File: src/rtl/msort_pkg.sv
// ============================================================================
// msort_pkg: shared types and constants of the merge sort engine
// Data width, default capacity and the controller state encoding.
// ============================================================================
package msort_pkg;

	// Width of one element and of the stream data word
	localparam int unsigned DATA_W = 32;

	// Default capacity of the element store
	localparam int unsigned MAX_ITEMS_DEF = 64;

	// Controller states, one-hot
	typedef enum logic [4:0] {
		ST_LOAD     = 5'b00001,
		ST_MERGE_RD = 5'b00010,
		ST_MERGE_WR = 5'b00100,
		ST_OUT_RD   = 5'b01000,
		ST_OUT_SEND = 5'b10000
	} state_t;

endpackage

File: src/rtl/msort_ram.sv
// ============================================================================
// msort_ram: element buffer with one write port and two read ports
// Synchronous memory; read data appears in the cycle after a read enable and
// holds until the next read.
// ============================================================================
module msort_ram #(
	parameter int unsigned DEPTH  = msort_pkg::MAX_ITEMS_DEF,
	parameter int unsigned ADDR_W = (DEPTH > 1) ? $clog2(DEPTH) : 1
) (
	input  logic                          clk,
	input  logic                          we,
	input  logic [ADDR_W-1:0]             waddr,
	input  logic [msort_pkg::DATA_W-1:0]  wdata,
	input  logic                          re,
	input  logic [ADDR_W-1:0]             raddr_a,
	input  logic [ADDR_W-1:0]             raddr_b,
	output logic [msort_pkg::DATA_W-1:0]  rdata_a,
	output logic [msort_pkg::DATA_W-1:0]  rdata_b
);

	logic [msort_pkg::DATA_W-1:0] mem_q [DEPTH];

	// Write port
	always_ff @(posedge clk) begin
		if (we) begin
			mem_q[waddr] <= wdata;
		end
	end

	// Two registered read ports
	always_ff @(posedge clk) begin
		if (re) begin
			rdata_a <= mem_q[raddr_a];
			rdata_b <= mem_q[raddr_b];
		end
	end

endmodule

File: config.mk
export PLATFORM = sky130hd
export DESIGN_NAME = msort_ram
export DESIGN_NICKNAME = d
export VERILOG_FILES = /design/src/rtl/msort_pkg.sv /design/src/rtl/msort_ram.sv
export SDC_FILE = /design/constraint.sdc
export NUM_CORES = 2
export LEC_CHECK = 0
export ABC_AREA = 0
export ABC_CLOCK_PERIOD_IN_PS = 5900
export BUFFER_PORTS_ARGS = -buffer_cell sky130_fd_sc_hd__buf_2
export CELL_PAD_IN_SITES_DETAIL_PLACEMENT = 1
export CELL_PAD_IN_SITES_GLOBAL_PLACEMENT = 1
export CORE_UTILIZATION = 40
export DETAILED_ROUTE_END_ITERATION = 8
export PLACE_DENSITY_LB_ADDON = 0.1
export SYNTH_ARGS = -nofsm -noshare
export SYNTH_HDL_FRONTEND = slang
export SYNTH_SLANG_ARGS = --single-unit
File: constraint.sdc
create_clock -name clk -period 5.9 [get_ports clk]
set_input_delay 0.885 -clock clk [delete_from_list [all_inputs] [get_ports clk]]
set_output_delay 0.885 -clock clk [all_outputs]
set_load 0.01 [all_outputs]
==> results.sh <==
export IMPL_status="complete, no violations"
export IMPL_viasPerCell=6.53
export IMPL_dieArea_mm2=0.243
export IMPL_power_density_mw_per_mm2=307
export IMPL_highest_layer="met5"
export IMPL_rows=179
export IMPL_final_cell_mix="edfxtp_1, mux4_2, clkbuf_16, buf_4, mux2i_1"
export IMPL_p_int_mw=25.7
export IMPL_hold_ws_ns=0.541
export IMPL_crit_path_cell_trace="buf_8 -> buf_12 -> buf_12 -> mux4_2 -> mux4_2 -> o22ai_1 -> a21oi_1"
export IMPL_drt_pass1_iterations=5
export IMPL_fin_setup_tns_ns=0
export IMPL_rsz0062_at_grt="no"
export IMPL_p_comb_share_pct=8.3
export IMPL_finalMaxSlewViolations=0
export IMPL_clk_pin_slew_ns=0.06
export IMPL_grt_max_degree=94
export IMPL_routed_wl_um=335000
export IMPL_numCtsBuffers=227
export IMPL_clock_skew_ns=0.0263
export IMPL_io_pins=117
export IMPL_ir_drop_mv=0.319
export IMPL_avgSynthCellArea_um2=21.8
export IMPL_nFillCells=21400
export IMPL_pwr_share_clk_pct=41.6
export IMPL_setup_violations=0
export IMPL_cts_resized=0
export IMPL_cp_start_kind="input pin"
export IMPL_vias=52400
export IMPL_postPlaceCellArea_mm2=0.102
export IMPL_start_util_pct=40.4
export IMPL_cp_required_ns=6.45
export IMPL_relSlewSlack_pct=10.5
export IMPL_syn_inst=4412
export IMPL_gp_congestion=0.807
export IMPL_portBuffers=116
export IMPL_p_sw_share_pct=23.4
export IMPL_cts_buffer_depth=3
export IMPL_antenna_found_initial=35
export IMPL_cpPeakStageDelay_ns=0.80
export IMPL_cp_slowest_cell="o22ai_1"
export IMPL_synth_cell_types=37
export IMPL_critPathTopFamily="buffers and inverters"
export IMPL_hold_violations=0
export IMPL_insertion_delay_ns=0.89
export IMPL_period_share_pct=63.7
export IMPL_criticalPathCategory="input pin to register"
export IMPL_worst_path_buf_inv=3
export IMPL_crit_cells=7
export IMPL_dr_wl_met3_um=25700
export IMPL_multi_input_area_mm2=0.0317
export IMPL_endpoint_kind="register"
export IMPL_cts_num_sinks=2112
export IMPL_r2r_cells=4
export IMPL_synth_area_mm2=0.0963
export IMPL_ctsHoldBuffers=0
export IMPL_syn_nets=4465
export IMPL_path_max_fanout=45
export IMPL_hpwlAfterDp_um=201000
export IMPL_power_mw=33.5
export IMPL_met1_length_um=141000
export IMPL_drive_gt1_share_pct=39.4
export IMPL_grt_pass1_wl_um=462000
export IMPL_max_freq_mhz=266
export IMPL_yosysSeqAreaShare_pct=65.9
export IMPL_cts_setup_buffers=0
export IMPL_final_common_cell="edfxtp_1"
export IMPL_cts_tree="built"
export IMPL_holdCritPathClass="input pin to register"
export IMPL_yosysWarnings=0
export IMPL_worstPathArrival_ns=4.31
export IMPL_register_area_mm2=0.0634
export IMPL_nets=4701
export IMPL_die_w_um=493
export IMPL_cts_htree_levels=4
export IMPL_die_h_um=493
export IMPL_grt_overflow=0
export IMPL_post_route_drc_count=0
export IMPL_routedWlPerCell_um=41.8
export IMPL_syn2layout_area_growth_pct=13.2
export IMPL_leakagePower_nw=33.9
export IMPL_grt_use_total_pct=27.7
export IMPL_drtAntennaViolNets=0
export IMPL_drt_iter0_drc=7097
export IMPL_final_area_mm2=0.109
export IMPL_layout_min_cycle_time_ns=3.76
export IMPL_grt_pass1_vias=54600
export IMPL_core_mm2=0.239
export IMPL_clockRootBuffer="clkbuf_16"
export IMPL_switching_power_mw=7.82
export IMPL_holdPathStages=4
export IMPL_synth_seq_cells=2112
export IMPL_drv_cap=0
export IMPL_worst_pin_slew_ns=1.34
export IMPL_met2WireLength_um=159000
export IMPL_pwr_share_seq_pct=50.1
worst paths after layout:
path                      start           to  slack (ns)
hold reg to reg   mem_q[38][15]  rdata_a[15]        0.99
hold / removal       raddr_a[4]   rdata_a[6]        0.54
setup / recovery     raddr_b[0]  rdata_b[22]        2.14
setup reg to reg   mem_q[0][22]  rdata_b[22]        3.19
synth_stat cells:
master	count	share of area, %
edfxtp_1	2112	66
mux4_2	1124	26
mux2i_1	204	2.1
clkbuf_1	135	0.53
buf_2	121	0.63
nor2_1	94	0.37
nand2_1	93	0.36
a22oi_1	85	0.66
a21oi_1	58	0.30
o22ai_1	56	0.36
buf_4	55	0.43
mux2_2	36	0.42
o21ai_1	31	0.16
o211ai_1	27	0.21
buf_1	25	0.097
nor2b_1	19	0.12
o21ai_0	18	0.094
o221ai_1	16	0.15
a211oi_1	15	0.12
a221oi_1	13	0.12
buf_6	11	0.13
a32oi_1	9	0.082
nand3_1	9	0.047
o32a_1	9	0.094
nand2b_1	8	0.052
and2_1	6	0.039
nand3b_1	6	0.047
nor3_1	3	0.016
or2_2	3	0.019
nand4_1	2	0.013
or3_1	2	0.013
or3b_2	2	0.018
a21boi_1	1	0.0078
inv_2	1	0.0039
nand4b_1	1	0.0091
o211a_1	1	0.010
o41ai_1	1	0.0091
metrics by stage:
step | worst slack [ns] | util (%) | instances
2_1_floorplan | 1.82 | - | 4412
3_5_place_dp | 1.25 | 42.7 | 7586
5_1_grt | 2.05 | 45.7 | 8015
3_3_place_gp | 1.29 | 42.7 | 7586
4_1_cts | 2.22 | 45.7 | 7998
6_report | 2.14 | 45.7 | 8017
logic make-up after synthesis:
group           synth area share, %
compound gates                 2.38
buf+inv                        1.81
flops                          65.9
mux                            28.8
simple gates                   1.13
tightest hold or removal path: stages:
cell and delay (ns):
buf_2 0.16, and2_1 0.14, nand2_1 0.05, nand3_1 0.07
per-layer routing:
metal	global-route usage [%]	up-vias
met5	0	-
met4	7.78	6
met3	4.90	436
met2	43.6	2223
met1	39.9	29600
li1	-	20100
power groups by stage:
stage,combinational (mW),clock (mW),sequential (mW)
3_3_place_gp,2.78,0,17.1
3_5_place_dp,2.79,0,17.1
4_1_cts,2.80,14.1,16.8
2_1_floorplan,1.59,0,17.1
5_1_grt,2.92,14.7,16.8
6_report,2.78,13.9,16.8
state kept, by name, summed over array words and instances (netlist names):
register,count
rdata_b,32
mem_q,2048
rdata_a,32
final cells by class:
| cell class | count | area share [%] |
|---|---|---|
| Multi-Input combinational cell | 1952 | 29.0 |
| Sequential cell | 2112 | 58.2 |
| Antenna cell | 19 | 0.0436 |
| Timing Repair Buffer | 354 | 2.62 |
| Clock inverter | 133 | 1.02 |
| Tap cell | 3167 | 3.63 |
| Clock buffer | 279 | 5.49 |
| Inverter | 1 | 0.00344 |
Note: power is estimated with default switching activity, not from simulation.
